### src/cfptq_pkg.sv
// ----------------------------------------------------------------------------
// CAN frame paced transmit queue package
// Shared types, codes and default sizes of the paced transmit queue.
// ----------------------------------------------------------------------------
package cfptq_pkg;

   localparam int CHANNELS_DEF   = 4;
   localparam int RING_DEPTH_DEF = 8;

   localparam int CH_FIELD_W  = 3;
   localparam int ID_W        = 29;
   localparam int LEN_W       = 4;
   localparam int PAYLOAD_W   = 64;
   localparam int MASK_W      = 8;
   localparam int TIMER_W     = 8;
   localparam int FRAME_W     = LEN_W + ID_W + PAYLOAD_W;

   localparam int CSR_ADDR_W  = 3;
   localparam int CSR_DATA_W  = 32;

   localparam logic       CSR_IDX_TX_GAP = 1'b0;
   localparam logic [7:0] TX_GAP_RST     = 8'd10;

   localparam logic CMD_ENQUEUE = 1'b0;
   localparam logic CMD_TICK    = 1'b1;

   localparam logic KIND_ENQUEUE = 1'b0;
   localparam logic KIND_TICK    = 1'b1;

   typedef struct packed {
      logic                  cmd;
      logic [CH_FIELD_W-1:0] channel;
      logic [ID_W-1:0]       frame_id;
      logic [LEN_W-1:0]      frame_len;
      logic [PAYLOAD_W-1:0]  frame_payload;
      logic [MASK_W-1:0]     ready_mask;
   } req_type;

   typedef struct packed {
      logic                  kind;
      logic [CH_FIELD_W-1:0] out_channel;
      logic                  ok;
      logic [ID_W-1:0]       sent_id;
      logic [LEN_W-1:0]      sent_len;
      logic [PAYLOAD_W-1:0]  sent_payload;
      logic                  last;
   } rsp_type;

   typedef enum logic [1:0] {
      ST_IDLE,
      ST_CTRL_RD,
      ST_EVAL,
      ST_FETCH
   } seq_state_type;

endpackage

### src/cfptq_ram.sv
// ----------------------------------------------------------------------------
// Paced transmit queue RAM
// Simple dual-port synchronous RAM, one write and one registered read port.
// ----------------------------------------------------------------------------
module cfptq_ram
   import cfptq_pkg::*;
#(
   parameter int DEPTH = CHANNELS_DEF,
   parameter int WIDTH = FRAME_W
) (
   input  logic                                    clock,
   input  logic                                    wr_en,
   input  logic [((DEPTH > 1) ? $clog2(DEPTH) : 1)-1:0] wr_addr,
   input  logic [WIDTH-1:0]                        wr_data,
   input  logic                                    rd_en,
   input  logic [((DEPTH > 1) ? $clog2(DEPTH) : 1)-1:0] rd_addr,
   output logic [WIDTH-1:0]                        rd_data
);

   logic [WIDTH-1:0] mem [DEPTH];
   logic [WIDTH-1:0] rd_data_ff;

   always_ff @(posedge clock) begin
      if (wr_en) begin
         mem[wr_addr] <= wr_data;
      end
   end

   always_ff @(posedge clock) begin
      if (rd_en) begin
         rd_data_ff <= mem[rd_addr];
      end
   end

   assign rd_data = rd_data_ff;

endmodule

### src/cfptq_seq.sv
// ----------------------------------------------------------------------------
// Paced transmit queue sequencer
// Reads, updates and writes back per-channel ring state and frame slots.
// ----------------------------------------------------------------------------
module cfptq_seq
   import cfptq_pkg::*;
#(
   parameter int CHANNELS   = CHANNELS_DEF,
   parameter int RING_DEPTH = RING_DEPTH_DEF
) (
   input  logic               clock,
   input  logic               reset,
   input  logic               req_valid,
   output logic               req_stall,
   input  req_type            req_data,
   output logic               rsp_valid,
   input  logic               rsp_stall,
   output rsp_type            rsp_data,
   input  logic [TIMER_W-1:0] tx_gap
);

   localparam int CH_AW  = (CHANNELS > 1) ? $clog2(CHANNELS) : 1;
   localparam int SLOT_W = $clog2(RING_DEPTH);
   localparam int SLOTS  = CHANNELS * RING_DEPTH;
   localparam int FA_W   = $clog2(SLOTS);
   localparam int CTRL_W = 1 + 2 * SLOT_W + TIMER_W;

   localparam logic [SLOT_W-1:0]     SLOT_LAST = SLOT_W'(RING_DEPTH - 1);
   localparam logic [CH_AW-1:0]      CH_LAST   = CH_AW'(CHANNELS - 1);
   localparam logic [CH_FIELD_W:0]   CH_COUNT  = (CH_FIELD_W + 1)'(CHANNELS);
   localparam logic [FA_W-1:0]       DEPTH_FA  = FA_W'(RING_DEPTH);

   function automatic logic [SLOT_W-1:0] next_slot(input logic [SLOT_W-1:0] s);
      return (s == SLOT_LAST) ? '0 : s + 1'b1;
   endfunction

   seq_state_type        state_ff, state_in;
   req_type              req_ff, req_in;
   logic [CH_AW-1:0]     chan_ff, chan_in;
   logic [CHANNELS-1:0]  ctrl_vld_ff, ctrl_vld_in;
   logic                 ctrl_hit_ff, ctrl_hit_in;
   rsp_type              rsp_ff, rsp_in;
   logic                 rsp_valid_ff, rsp_valid_in;

   logic                 ctrl_wr_en, ctrl_rd_en;
   logic [CTRL_W-1:0]    ctrl_wdata, ctrl_rdata;
   logic                 frame_wr_en, frame_rd_en;
   logic [FA_W-1:0]      frame_wr_addr, frame_rd_addr;
   logic [FRAME_W-1:0]   frame_wdata, frame_rdata;

   logic                 in_range, out_free, chan_is_last;
   logic                 cur_occ;
   logic [SLOT_W-1:0]    cur_head, cur_tail, tail_next;
   logic [TIMER_W-1:0]   cur_timer, timer_inc;
   logic                 enq_ok, send;
   logic [SLOT_W-1:0]    enq_slot;
   logic                 nxt_occ;
   logic [SLOT_W-1:0]    nxt_head, nxt_tail;
   logic [TIMER_W-1:0]   nxt_timer;
   logic [FA_W-1:0]      fa_base;

   cfptq_ram #(.DEPTH(CHANNELS), .WIDTH(CTRL_W)) u_ctrl_ram (
      .clock   (clock),
      .wr_en   (ctrl_wr_en),
      .wr_addr (chan_ff),
      .wr_data (ctrl_wdata),
      .rd_en   (ctrl_rd_en),
      .rd_addr (chan_ff),
      .rd_data (ctrl_rdata)
   );

   cfptq_ram #(.DEPTH(SLOTS), .WIDTH(FRAME_W)) u_frame_ram (
      .clock   (clock),
      .wr_en   (frame_wr_en),
      .wr_addr (frame_wr_addr),
      .wr_data (frame_wdata),
      .rd_en   (frame_rd_en),
      .rd_addr (frame_rd_addr),
      .rd_data (frame_rdata)
   );

   // ring state of the current channel and the update it needs
   always_comb begin
      in_range     = (req_ff.cmd == CMD_TICK) ||
                     ({1'b0, req_ff.channel} < CH_COUNT);
      out_free     = !rsp_valid_ff || !rsp_stall;
      chan_is_last = (chan_ff == CH_LAST);
      cur_occ      = ctrl_hit_ff & ctrl_rdata[CTRL_W-1];
      cur_head     = ctrl_hit_ff ? ctrl_rdata[CTRL_W-2 -: SLOT_W] : '0;
      cur_tail     = ctrl_hit_ff ? ctrl_rdata[TIMER_W +: SLOT_W] : '0;
      cur_timer    = ctrl_hit_ff ? ctrl_rdata[TIMER_W-1:0] : '0;
      tail_next    = next_slot(cur_tail);
      timer_inc    = cur_timer + 1'b1;
      enq_ok       = in_range && (!cur_occ || (tail_next != cur_head));
      enq_slot     = cur_occ ? tail_next : '0;
      send         = cur_occ && (timer_inc >= tx_gap) &&
                     req_ff.ready_mask[CH_FIELD_W'(chan_ff)];
      fa_base      = FA_W'(chan_ff) * DEPTH_FA;
      nxt_occ      = cur_occ;
      nxt_head     = cur_head;
      nxt_tail     = cur_tail;
      nxt_timer    = cur_timer;
      if (req_ff.cmd == CMD_ENQUEUE) begin
         nxt_occ  = 1'b1;
         nxt_head = cur_occ ? cur_head : '0;
         nxt_tail = enq_slot;
      end else if (send) begin
         nxt_timer = '0;
         if (cur_head == cur_tail) begin
            nxt_occ = 1'b0;
         end else begin
            nxt_head = next_slot(cur_head);
         end
      end else begin
         nxt_timer = timer_inc;
      end
   end

   always_comb begin
      state_in = state_ff;
      unique case (state_ff)
         ST_IDLE: begin
            if (req_valid) begin
               state_in = ST_CTRL_RD;
            end
         end
         ST_CTRL_RD: begin
            state_in = ST_EVAL;
         end
         ST_EVAL: begin
            if (out_free) begin
               priority if (req_ff.cmd == CMD_ENQUEUE) begin
                  state_in = ST_IDLE;
               end else if (send) begin
                  state_in = ST_FETCH;
               end else if (chan_is_last) begin
                  state_in = ST_IDLE;
               end else begin
                  state_in = ST_CTRL_RD;
               end
            end
         end
         ST_FETCH: begin
            if (out_free) begin
               state_in = chan_is_last ? ST_IDLE : ST_CTRL_RD;
            end
         end
         default: state_in = ST_IDLE;
      endcase
   end

   always_comb begin
      req_in        = req_ff;
      chan_in       = chan_ff;
      ctrl_hit_in   = ctrl_hit_ff;
      ctrl_vld_in   = ctrl_vld_ff;
      ctrl_rd_en    = 1'b0;
      ctrl_wr_en    = 1'b0;
      ctrl_wdata    = {nxt_occ, nxt_head, nxt_tail, nxt_timer};
      frame_wr_en   = 1'b0;
      frame_wr_addr = fa_base + FA_W'(enq_slot);
      frame_wdata   = {req_ff.frame_len, req_ff.frame_id, req_ff.frame_payload};
      frame_rd_en   = 1'b0;
      frame_rd_addr = fa_base + FA_W'(cur_head);
      rsp_in        = rsp_ff;
      rsp_valid_in  = rsp_valid_ff && rsp_stall;
      unique case (state_ff)
         ST_IDLE: begin
            if (req_valid) begin
               req_in  = req_data;
               chan_in = (req_data.cmd == CMD_TICK) ? '0 : CH_AW'(req_data.channel);
            end
         end
         ST_CTRL_RD: begin
            ctrl_rd_en  = in_range;
            ctrl_hit_in = in_range && ctrl_vld_ff[chan_ff];
         end
         ST_EVAL: begin
            if (out_free) begin
               if (req_ff.cmd == CMD_ENQUEUE) begin
                  ctrl_wr_en   = enq_ok;
                  frame_wr_en  = enq_ok;
                  if (enq_ok) begin
                     ctrl_vld_in[chan_ff] = 1'b1;
                  end
                  rsp_in       = '{kind: KIND_ENQUEUE, out_channel: req_ff.channel,
                                   ok: enq_ok, sent_id: '0, sent_len: '0,
                                   sent_payload: '0, last: 1'b1};
                  rsp_valid_in = 1'b1;
               end else begin
                  ctrl_wr_en           = 1'b1;
                  ctrl_vld_in[chan_ff] = 1'b1;
                  frame_rd_en          = send;
                  if (!send) begin
                     rsp_in       = '{kind: KIND_TICK, out_channel: CH_FIELD_W'(chan_ff),
                                      ok: 1'b0, sent_id: '0, sent_len: '0,
                                      sent_payload: '0, last: chan_is_last};
                     rsp_valid_in = 1'b1;
                     chan_in      = chan_ff + 1'b1;
                  end
               end
            end
         end
         ST_FETCH: begin
            if (out_free) begin
               rsp_in       = '{kind: KIND_TICK, out_channel: CH_FIELD_W'(chan_ff),
                                ok: 1'b1,
                                sent_id: frame_rdata[PAYLOAD_W +: ID_W],
                                sent_len: frame_rdata[FRAME_W-1 -: LEN_W],
                                sent_payload: frame_rdata[PAYLOAD_W-1:0],
                                last: chan_is_last};
               rsp_valid_in = 1'b1;
               chan_in      = chan_ff + 1'b1;
            end
         end
         default: begin
         end
      endcase
   end

   always_ff @(posedge clock) begin
      if (reset) begin
         state_ff     <= ST_IDLE;
         ctrl_vld_ff  <= '0;
         rsp_valid_ff <= 1'b0;
      end else begin
         state_ff     <= state_in;
         ctrl_vld_ff  <= ctrl_vld_in;
         rsp_valid_ff <= rsp_valid_in;
      end
   end

   always_ff @(posedge clock) begin
      req_ff      <= req_in;
      chan_ff     <= chan_in;
      ctrl_hit_ff <= ctrl_hit_in;
      rsp_ff      <= rsp_in;
   end

   assign req_stall = (state_ff != ST_IDLE);
   assign rsp_valid = rsp_valid_ff;
   assign rsp_data  = rsp_ff;

endmodule

### src/can_frame_paced_transmit_queue.sv
// ----------------------------------------------------------------------------
// CAN frame paced transmit queue
// Per-channel frame rings with an interval timer that paces transmission.
// ----------------------------------------------------------------------------
// An enqueue item is taken, then the channel's ring state is read from the
// control RAM, then the frame and the updated state are written back; its
// result is registered in the write-back step. A tick item walks the channels
// one after another; each channel costs a control RAM read, then an update
// and write back, plus a frame RAM read when a frame goes out. The result
// register lets a finished result wait while the walk reads the next channel;
// a stall on the result side holds the walk at an update or fetch step for as
// long as the previous result still waits. No clearing pass is needed after
// reset.
module can_frame_paced_transmit_queue
   import cfptq_pkg::*;
#(
   parameter int CHANNELS   = CHANNELS_DEF,
   parameter int RING_DEPTH = RING_DEPTH_DEF
) (
   input  logic                  clock,
   input  logic                  reset,
   input  logic                  req_valid,
   output logic                  req_stall,
   input  req_type               req_data,
   output logic                  rsp_valid,
   input  logic                  rsp_stall,
   output rsp_type               rsp_data,
   input  logic                  csr_psel,
   input  logic                  csr_penable,
   input  logic                  csr_pwrite,
   input  logic [CSR_ADDR_W-1:0] csr_paddr,
   input  logic [CSR_DATA_W-1:0] csr_pwdata,
   output logic [CSR_DATA_W-1:0] csr_prdata,
   output logic                  csr_pready
);

   logic [TIMER_W-1:0] tx_gap_ff, tx_gap_in;
   logic               csr_wr;

   always_comb begin
      csr_wr    = csr_psel && csr_penable && csr_pwrite;
      tx_gap_in = tx_gap_ff;
      if (csr_wr && (csr_paddr[2] == CSR_IDX_TX_GAP)) begin
         tx_gap_in = csr_pwdata[TIMER_W-1:0];
      end
   end

   always_ff @(posedge clock) begin
      if (reset) begin
         tx_gap_ff <= TX_GAP_RST;
      end else begin
         tx_gap_ff <= tx_gap_in;
      end
   end

   always_comb begin
      csr_prdata = '0;
      if (csr_paddr[2] == CSR_IDX_TX_GAP) begin
         csr_prdata = {{(CSR_DATA_W - TIMER_W){1'b0}}, tx_gap_ff};
      end
   end

   assign csr_pready = 1'b1;

   cfptq_seq #(.CHANNELS(CHANNELS), .RING_DEPTH(RING_DEPTH)) u_seq (
      .clock     (clock),
      .reset     (reset),
      .req_valid (req_valid),
      .req_stall (req_stall),
      .req_data  (req_data),
      .rsp_valid (rsp_valid),
      .rsp_stall (rsp_stall),
      .rsp_data  (rsp_data),
      .tx_gap    (tx_gap_ff)
   );

endmodule

### config.mk
export PLATFORM = sky130hd
export DESIGN_NAME = can_frame_paced_transmit_queue
export DESIGN_NICKNAME = d
export VERILOG_FILES = /design/src/cfptq_pkg.sv /design/src/cfptq_ram.sv /design/src/cfptq_seq.sv /design/src/can_frame_paced_transmit_queue.sv
export SDC_FILE = /design/constraint.sdc
export NUM_CORES = 2
export LEC_CHECK = 0
export ABC_AREA = 1
export CELL_PAD_IN_SITES_DETAIL_PLACEMENT = 2
export CELL_PAD_IN_SITES_GLOBAL_PLACEMENT = 2
export CORE_UTILIZATION = 40
export CTS_CLUSTER_SIZE = 8
export DETAILED_ROUTE_END_ITERATION = 8
export DONT_BUFFER_PORTS = 1
export MAX_ROUTING_LAYER = met4
export PLACE_DENSITY = 0.74
export SYNTH_ARGS = -nofsm -noshare
export SYNTH_HDL_FRONTEND = slang
export SYNTH_SLANG_ARGS = --single-unit
### constraint.sdc
create_clock -name clock -period 11.6 [get_ports clock]
set_input_delay 0 -clock clock [delete_from_list [all_inputs] [get_ports clock]]
set_output_delay 0 -clock clock [all_outputs]
set_load 0.02 [all_outputs]
Word-level counts from Yosys, hierarchy flattened
Memories as Yosys holds them, arrays and structs flattened. A register that Yosys moved wholly into a read port is not among the register bits.
Index checks and enable logic that the tools add are counted.
{"block": "totals", "memories": 2, "ramBits": 3164, "word_cells": 137, "ff_bits": 226, "output_inout_bits": 138}
{"memory": "u_seq.u_frame_ram.mem", "depth": 32, "width": 97, "rd": 1, "rd_clocked_by_memory_dff": 1, "wr": 1, "line": "cfptq_ram.sv:20", "rtl": "logic [WIDTH-1:0] mem [DEPTH];"}
{"memory": "u_seq.u_ctrl_ram.mem", "depth": 4, "width": 15, "rd": 1, "rd_clocked_by_memory_dff": 1, "wr": 1, "line": "cfptq_ram.sv:20"}
{"block": "op_classes", "mux": 63, "magnitude_cmp": 5, "n_eq_ne": 14, "bitwise_logic": 3, "reduce_logical": 25, "add_sub_neg": 6}
{"cell": "103-bit 2-to-1 mux", "n": 4}
{"cell": "103-bit case mux with 2 select lines", "n": 1}
{"cell": "8-bit 2-to-1 mux", "n": 4}
{"cell": "3-bit 2-to-1 mux", "n": 10}
{"cell": "1-bit 2-to-1 mux", "n": 25}
{"cell": "2-bit 2-to-1 mux", "n": 11}
{"cell": "5-bit by 3-bit adder with 5-bit output", "n": 2}
{"cell": "1-bit logical AND", "n": 9}
{"cell": "8-bit by 1-bit adder with 8-bit output (second input constant)", "n": 1}
{"cell": "8-bit >= comparator", "n": 1}
{"cell": "4-bit 2-to-1 mux", "n": 2}
{"cell": "2-bit case mux with 4 select lines", "n": 1}
{"cell": "3-bit by 1-bit adder with 3-bit output (second input constant)", "n": 2}
{"cell": "2-bit == test (second input constant)", "n": 3}
{"cell": "3-bit == test (second input constant)", "n": 2}
{"cell": "2-bit by 1-bit inequality test with 1-bit output (second input constant)", "n": 3}
{"cell": "2-bit case mux with 3 select lines", "n": 1}
{"cell": "3-bit AND reduction", "n": 2}
{"cell": "6-bit AND reduction", "n": 1}
{"cell": "2-bit nonzero test", "n": 3}
{"cell": "1-bit binary-select mux with 2-bit select", "n": 2}
{"cell": "2-bit by 4-bit < comparator with 1-bit output (second input constant)", "n": 1}
{"cell": "2-bit inequality test (second input constant)", "n": 2}
{"cell": "4-bit bitwise OR", "n": 1}
{"cell": "other kinds (18)", "n": 22}

Longest topological paths before layout
{"block": "logic_depth", "ltp_word": 11, "mapped_depth": 21, "mapped_depth_nobuf": 19}

By module
From an unflattened synthesis, not the netlist that was laid out.
{"block": "hier_totals", "cells_unflattened": 11259, "area_unflattened_um2": 139262.3}
{"module": "cfptq_ram (u_seq.u_frame_ram)", "n_inst": 1, "seq_area_each_um2": 96122.2, "cells_per_inst": 10218, "area_per_inst_um2": 127009.3}
{"module": "cfptq_seq", "n_inst": 1, "seq_area_each_um2": 6476.2, "cells_per_inst": 686, "area_per_inst_um2": 8598.2}
{"module": "cfptq_ram (u_seq.u_ctrl_ram)", "n_inst": 1, "seq_area_each_um2": 2252.2, "cells_per_inst": 258, "area_per_inst_um2": 3001.6}
{"module": "can_frame_paced_transmit_queue", "n_inst": 1, "seq_area_each_um2": 160.2, "cells_per_inst": 97, "area_per_inst_um2": 653.1}

Least setup slack after synthesis
No wires, ideal clock.
{"block": "synth_timing", "path_type": "register to register", "startpoint": "reg u_seq.ctrl_hit_ff", "endpoint": "reg u_seq.rsp_ff, in the netlist u_seq.rsp_data[0], enable pin", "setup_time_ps": 565, "path_stages_with_launch": 18, "setup_slack_ps": 4595, "synth_period_minus_slack_ps": 7005, "required_time_ps": 11035, "arrival_time_ps": 6439, "path_cell_list": "edfxtp_1 > buf_6 > buf_2 > nand2_1 > inv_1 > ha_1 > nand4_1 > nor2_1 > nand2_1 > xor2_1 > inv_1 > ha_1 > nand2_1 > o21a_1 > nand2_1 > nand3_1 > nand2_1 > nor2_1"}
{"block": "synth_between", "elab_chain_cells": 7, "elab_cells_between_ends": 8, "classes_between": "add/sub (1); order compare (1); eq/ne (1); mux (1); bitwise (1); reduce/logical (3)"}
{"element": "from (decl)", "line": "cfptq_seq.sv:41", "rtl": "logic ctrl_hit_ff, ctrl_hit_in;"}
{"element": "from (signal assigned)", "line": "cfptq_seq.sv:236", "rtl": "ctrl_hit_ff <= ctrl_hit_in;"}
{"element": "8-bit 2-to-1 mux", "line": "cfptq_seq.sv:91", "rtl": "cur_timer = ctrl_hit_ff ? ctrl_rdata[TIMER_W-1:0] : '0;"}
{"element": "8-bit by 1-bit adder with 8-bit output", "line": "cfptq_seq.sv:93", "rtl": "timer_inc = cur_timer + 1'b1;"}
{"element": "8-bit >= comparator", "line": "cfptq_seq.sv:96", "rtl": "send = cur_occ && (timer_inc >= tx_gap) &&"}
{"element": "1-bit logical AND * (2 in a row)", "line": "cfptq_seq.sv:96"}
{"element": "3-bit inequality test (no source line) *"}
{"element": "4-bit AND reduction (no source line) *"}
{"element": "to (signal assigned)", "line": "cfptq_seq.sv:237", "rtl": "rsp_ff <= rsp_in;"}
{"element": "to (decl)", "line": "cfptq_seq.sv:42", "rtl": "rsp_type rsp_ff, rsp_in;"}
Mark *: on every way between the ends. The rest lies on a longest branch, timed or not.
A chain may end at the register's enable or synchronous reset.

Final worst setup path
{"block": "layout_timing", "startpoint": "reg u_seq.ctrl_hit_ff", "endpoint": "reg u_seq.u_frame_ram.rd_data_ff[13] (netlist: u_seq.u_frame_ram.rd_data[13]) (read register of u_seq.u_frame_ram.mem), data pin"}
{"block": "layout_between", "elab_chain_cells": 8, "elab_cells_between_ends": 11, "classes_between": "add/sub (2); order compare (1); mux (5); bitwise (1); reduce/logical (2)"}
{"element": "8-bit 2-to-1 mux", "line": "cfptq_seq.sv:91"}
{"element": "8-bit by 1-bit adder with 8-bit output", "line": "cfptq_seq.sv:93"}
{"element": "8-bit >= comparator", "line": "cfptq_seq.sv:96"}
{"element": "1-bit logical AND (2 in a row)", "line": "cfptq_seq.sv:96"}
{"element": "1-bit 2-to-1 mux", "line": "cfptq_seq.sv:180", "rtl": "if (req_ff.cmd == CMD_ENQUEUE) begin"}
{"element": "1-bit 2-to-1 mux", "line": "cfptq_seq.sv:179", "rtl": "if (out_free) begin"}
{"element": "1-bit 2-to-1 mux", "line": "cfptq_seq.sv:167", "rtl": "unique case (state_ff)"}
{"element": "to (decl)", "line": "cfptq_ram.sv:21", "rtl": "logic [WIDTH-1:0] rd_data_ff;"}
Parallel ways exist; a longest one is shown, timed or not.

==> metrics.cfg <==
[worst_setup_path]
cp.depth = 14
rr_worst_depth = 14
slowest_delay_ns = 0.93
crit_top_cell = buf_4
crit_type = reg -> reg
crit_path_cell_trace = buf_4 > nand2_8 > inv_8 > buf_4 > buf_4 > buf_4 > buf_4 > nand3_1 > a21oi_1 > nor2_1 > nand2_1 > nand2_1 > nand2_1 > nand2_1
cp-end-kind = register
r2r_end = u_seq.u_frame_ram.rd_data[13]
crit_path_top_delay_cell = buf_4
r2r_slack_ns = 4.89
required_ns = 12.33
crit_path_start_kind = register
crit_buf_inv = 6
crit_family = buffers and inverters
reg2reg_from = u_seq.ctrl_hit_ff
critical_path_arrival_ns = 7.44
crit_fanout = 91

[logic_synthesis]
synth_most_common_cell = edfxtp_1
yosys.area_share.xor_xnor_pct = 0.0384
synth_compound_area_share_pct = 7.09
synth_top_family_by_area = simple AND/OR/NAND/NOR gates
synthTopCellsByCount = edfxtp_1, nand2_1, nand3_1
ys_ff_latch = 3502
synth_fa_ha_area_share_pct = 0.137
yosysTopAreaCell = edfxtp_1
ys_top_cells_by_area = edfxtp_1, nand2_1, nand3_1
syn_area_mm2 = 0.137
avgSynthCellArea_um2 = 13.2
synth_top_cell_area_share_pct = 76.6
synthArstFlopShare_pct = 0
yosysUniqueCellTypes = 33
ys_warn_count = 0
synth_edf_count = 3487
synthFlopType = edfxtp_1
syn_inst = 10400
synthMuxAreaShare_pct = 0
synth-simple-area-share_pct = 12.4
yosysSeqAreaShare_pct = 76.8

[clock_tree]
root_buffer = clkbuf_16
clk_latency_ns = 1.01
clockBufferDepth = 4
clk_pin_slew_ns = 0.05
cts_setup_buffers = 0
post_cts_resized = 0
cts_sinks = 3502
numCtsBuffers = 477
holdBufCountCts = 247
cts_tree = built
cts_max_level = 5

[timing]
rsz0062_at_grt = no
fin_crit_sh_pct = 57.8
fin_ws_ns = 4.89
fmax_mhz = 149
fin_skew_ns = 0.0649
worstMarginPinSlew_ns = 1.50
slew_violations = 32
fin_crit_ns = 6.71
hold_viol = 0
slew_headroom_pct = -0.295
setup_tns_ns = 0
setup-violations-final = 0
whs_ns = 0.0819

[place]
gp_congestion = 0.749
dp_hpwl_um = 244000
port_buffers = 0
dp_slack_ns = 5.03

[worst_hold_path]
hold_end = csr_prdata[5]
hp-start = csr_paddr[2]
hold_depth = 1
min_path_type = in -> out

[power]
internal_power_uw = 22200
p_leak_uw = 0.0531
power_density_mw_per_mm2 = 193
total_power_uw = 30100
peakVddDrop_v = 0.000149
power_frac_clock_pct = 42.2
switching_share_pct = 26.1
power_frac_comb_pct = 9.6
switchingPower_uw = 7850
power_frac_seq_pct = 48.2

[global_routing]
grt_pass1_vias = 101000
grt_max_degree = 210
grt_usage_pct = 30.0
antenna_found_initial = 23
grt_pass1_wl_um = 729000
grt-ovfl-total = 0

[floorplan]
ios = 289
dieArea_mm2 = 0.344
coreArea_mm2 = 0.340
dieHeight_um = 587
row_count = 214
start_util_pct = 40.2
die_x_um = 587

[cells_and_area]
drive_gt1_share_pct = 6.77
area_delta_synth_final_pct = 14.4
fin_nets = 10700

[run]
drv_cap = 0

[detailed_routing]
wl_um = 514000
avgRoutedWirePerCell_um = 34.0
drt_iter0_markers = 9947
drc = 34
viasPerCell = 6.10
first_pass_iters = 9
num_vias = 92400
postRouteAntennaNets = 0

[outcome]
outcome = finished, violations left
failed_checks = DRC, slew limit

-- how the worst max path moves through the flow --
| stage | start | endpoint | slack [ns] |
|---|---|---|---|
| 2_1_floorplan | u_seq.ctrl_hit_ff | u_seq.rsp_data[0] | 4.60 |
| 4_1_cts | u_seq.ctrl_hit_ff | u_seq.u_frame_ram.rd_data[13] | 4.90 |
| 3_3_place_gp | u_seq.ctrl_hit_ff | u_seq.u_frame_ram.rd_data[12] | 5.11 |
| 5_1_grt | u_seq.ctrl_hit_ff | u_seq.u_frame_ram.rd_data[13] | 4.69 |
| 6_report | u_seq.ctrl_hit_ff | u_seq.u_frame_ram.rd_data[13] | 4.89 |
| 3_5_place_dp | u_seq.ctrl_hit_ff | u_seq.u_frame_ram.rd_data[13] | 5.03 |
-- metal layers --
metal	up-vias	GRT usage, %	routed length [µm]
met3	1129	3.32	32000
met4	0	10.4	19100
li1	37900	-	-
met5	-	-	0
met1	49300	37.1	202000
met2	4003	51.2	261000
-- through the flow --
| step | instances | utilization [%] | instance area (µm²) |
|---|---|---|---|
| after floorplan | 10400 | - | 137000 |
| after global placement | 14300 | 41.5 | 141000 |
| after detailed placement | 14300 | 41.5 | 141000 |
| after CTS | 15100 | 46.0 | 156000 |
| after global routing | 15100 | 46.0 | 156000 |
| final | 15100 | 46.0 | 156000 |
-- placed cells by master, fill, tap and decap left out, types with 14 or more instances in the layout --
| cell type | synthesis | routed |
|---|---|---|
| a21oi_1 | 327 | 326 |
| buf_12 | 0 | 32 |
| buf_4 | 34 | 118 |
| clkbuf_1 | 296 | 20 |
| clkbuf_16 | 0 | 486 |
| conb_1 | 2 | 25 |
| dfxtp_1 | 15 | 15 |
| diode_2 | 0 | 14 |
| dlygate4sd3_1 | 0 | 247 |
| edfxtp_1 | 3487 | 3487 |
| ha_1 | 15 | 15 |
| inv_1 | 409 | 408 |
| nand2_1 | 2099 | 2098 |
| nand3_1 | 1405 | 1405 |
| nor2_1 | 499 | 463 |
| nor2_4 | 0 | 35 |
| o211ai_1 | 250 | 250 |
| o21ai_0 | 509 | 509 |
| o21ai_1 | 35 | 35 |
| o22ai_1 | 550 | 550 |
-- layout make-up --
class / instances / area [µm²]
clock inverters: 24 / 488
well taps: 4536 / 5680
inverters: 414 / 1600
clock buffers: 506 / 12200
flip-flops and latches: 3502 / 105000
diodes: 14 / 35.0
repair buffers: 397 / 4000
fillers: 32500 / 183000
multi-input cells: 5740 / 27300
-- registers in the layout, indices dropped and copies added (netlist names), 4 cells and up --
| signal | flops |
|---|---|
| u_seq.u_frame_ram.mem | 3104 |
| u_seq.u_ctrl_ram.mem | 60 |
| u_seq.ctrl_vld_ff | 4 |
| u_seq.frame_wdata | 97 |
| u_seq.rsp_data | 103 |
| u_seq.req_ff | 8 |
| tx_gap_ff | 8 |
| u_seq.u_ctrl_ram.rd_data | 15 |
| u_seq.u_frame_ram.rd_data | 97 |
-- kinds of logic after synthesis --
kind of cell    Yosys count
buf+inv                1133
other cells               2
compound gates         1673
xor+xnor                  6
fa+ha+maj                15
simple gates           4021
flops                  3502
-- power groups by stage --
stage / Combinational [µW] / Sequential (µW) / Clock, µW
after floorplan: 1670 / 14600 / 0
after global placement: 2530 / 14700 / 0
after detailed placement: 2700 / 14800 / 0
after CTS: 2850 / 14500 / 12900
after global routing: 3050 / 14500 / 13200
final: 2880 / 14500 / 12700
(Power assumes the default switching activity.)
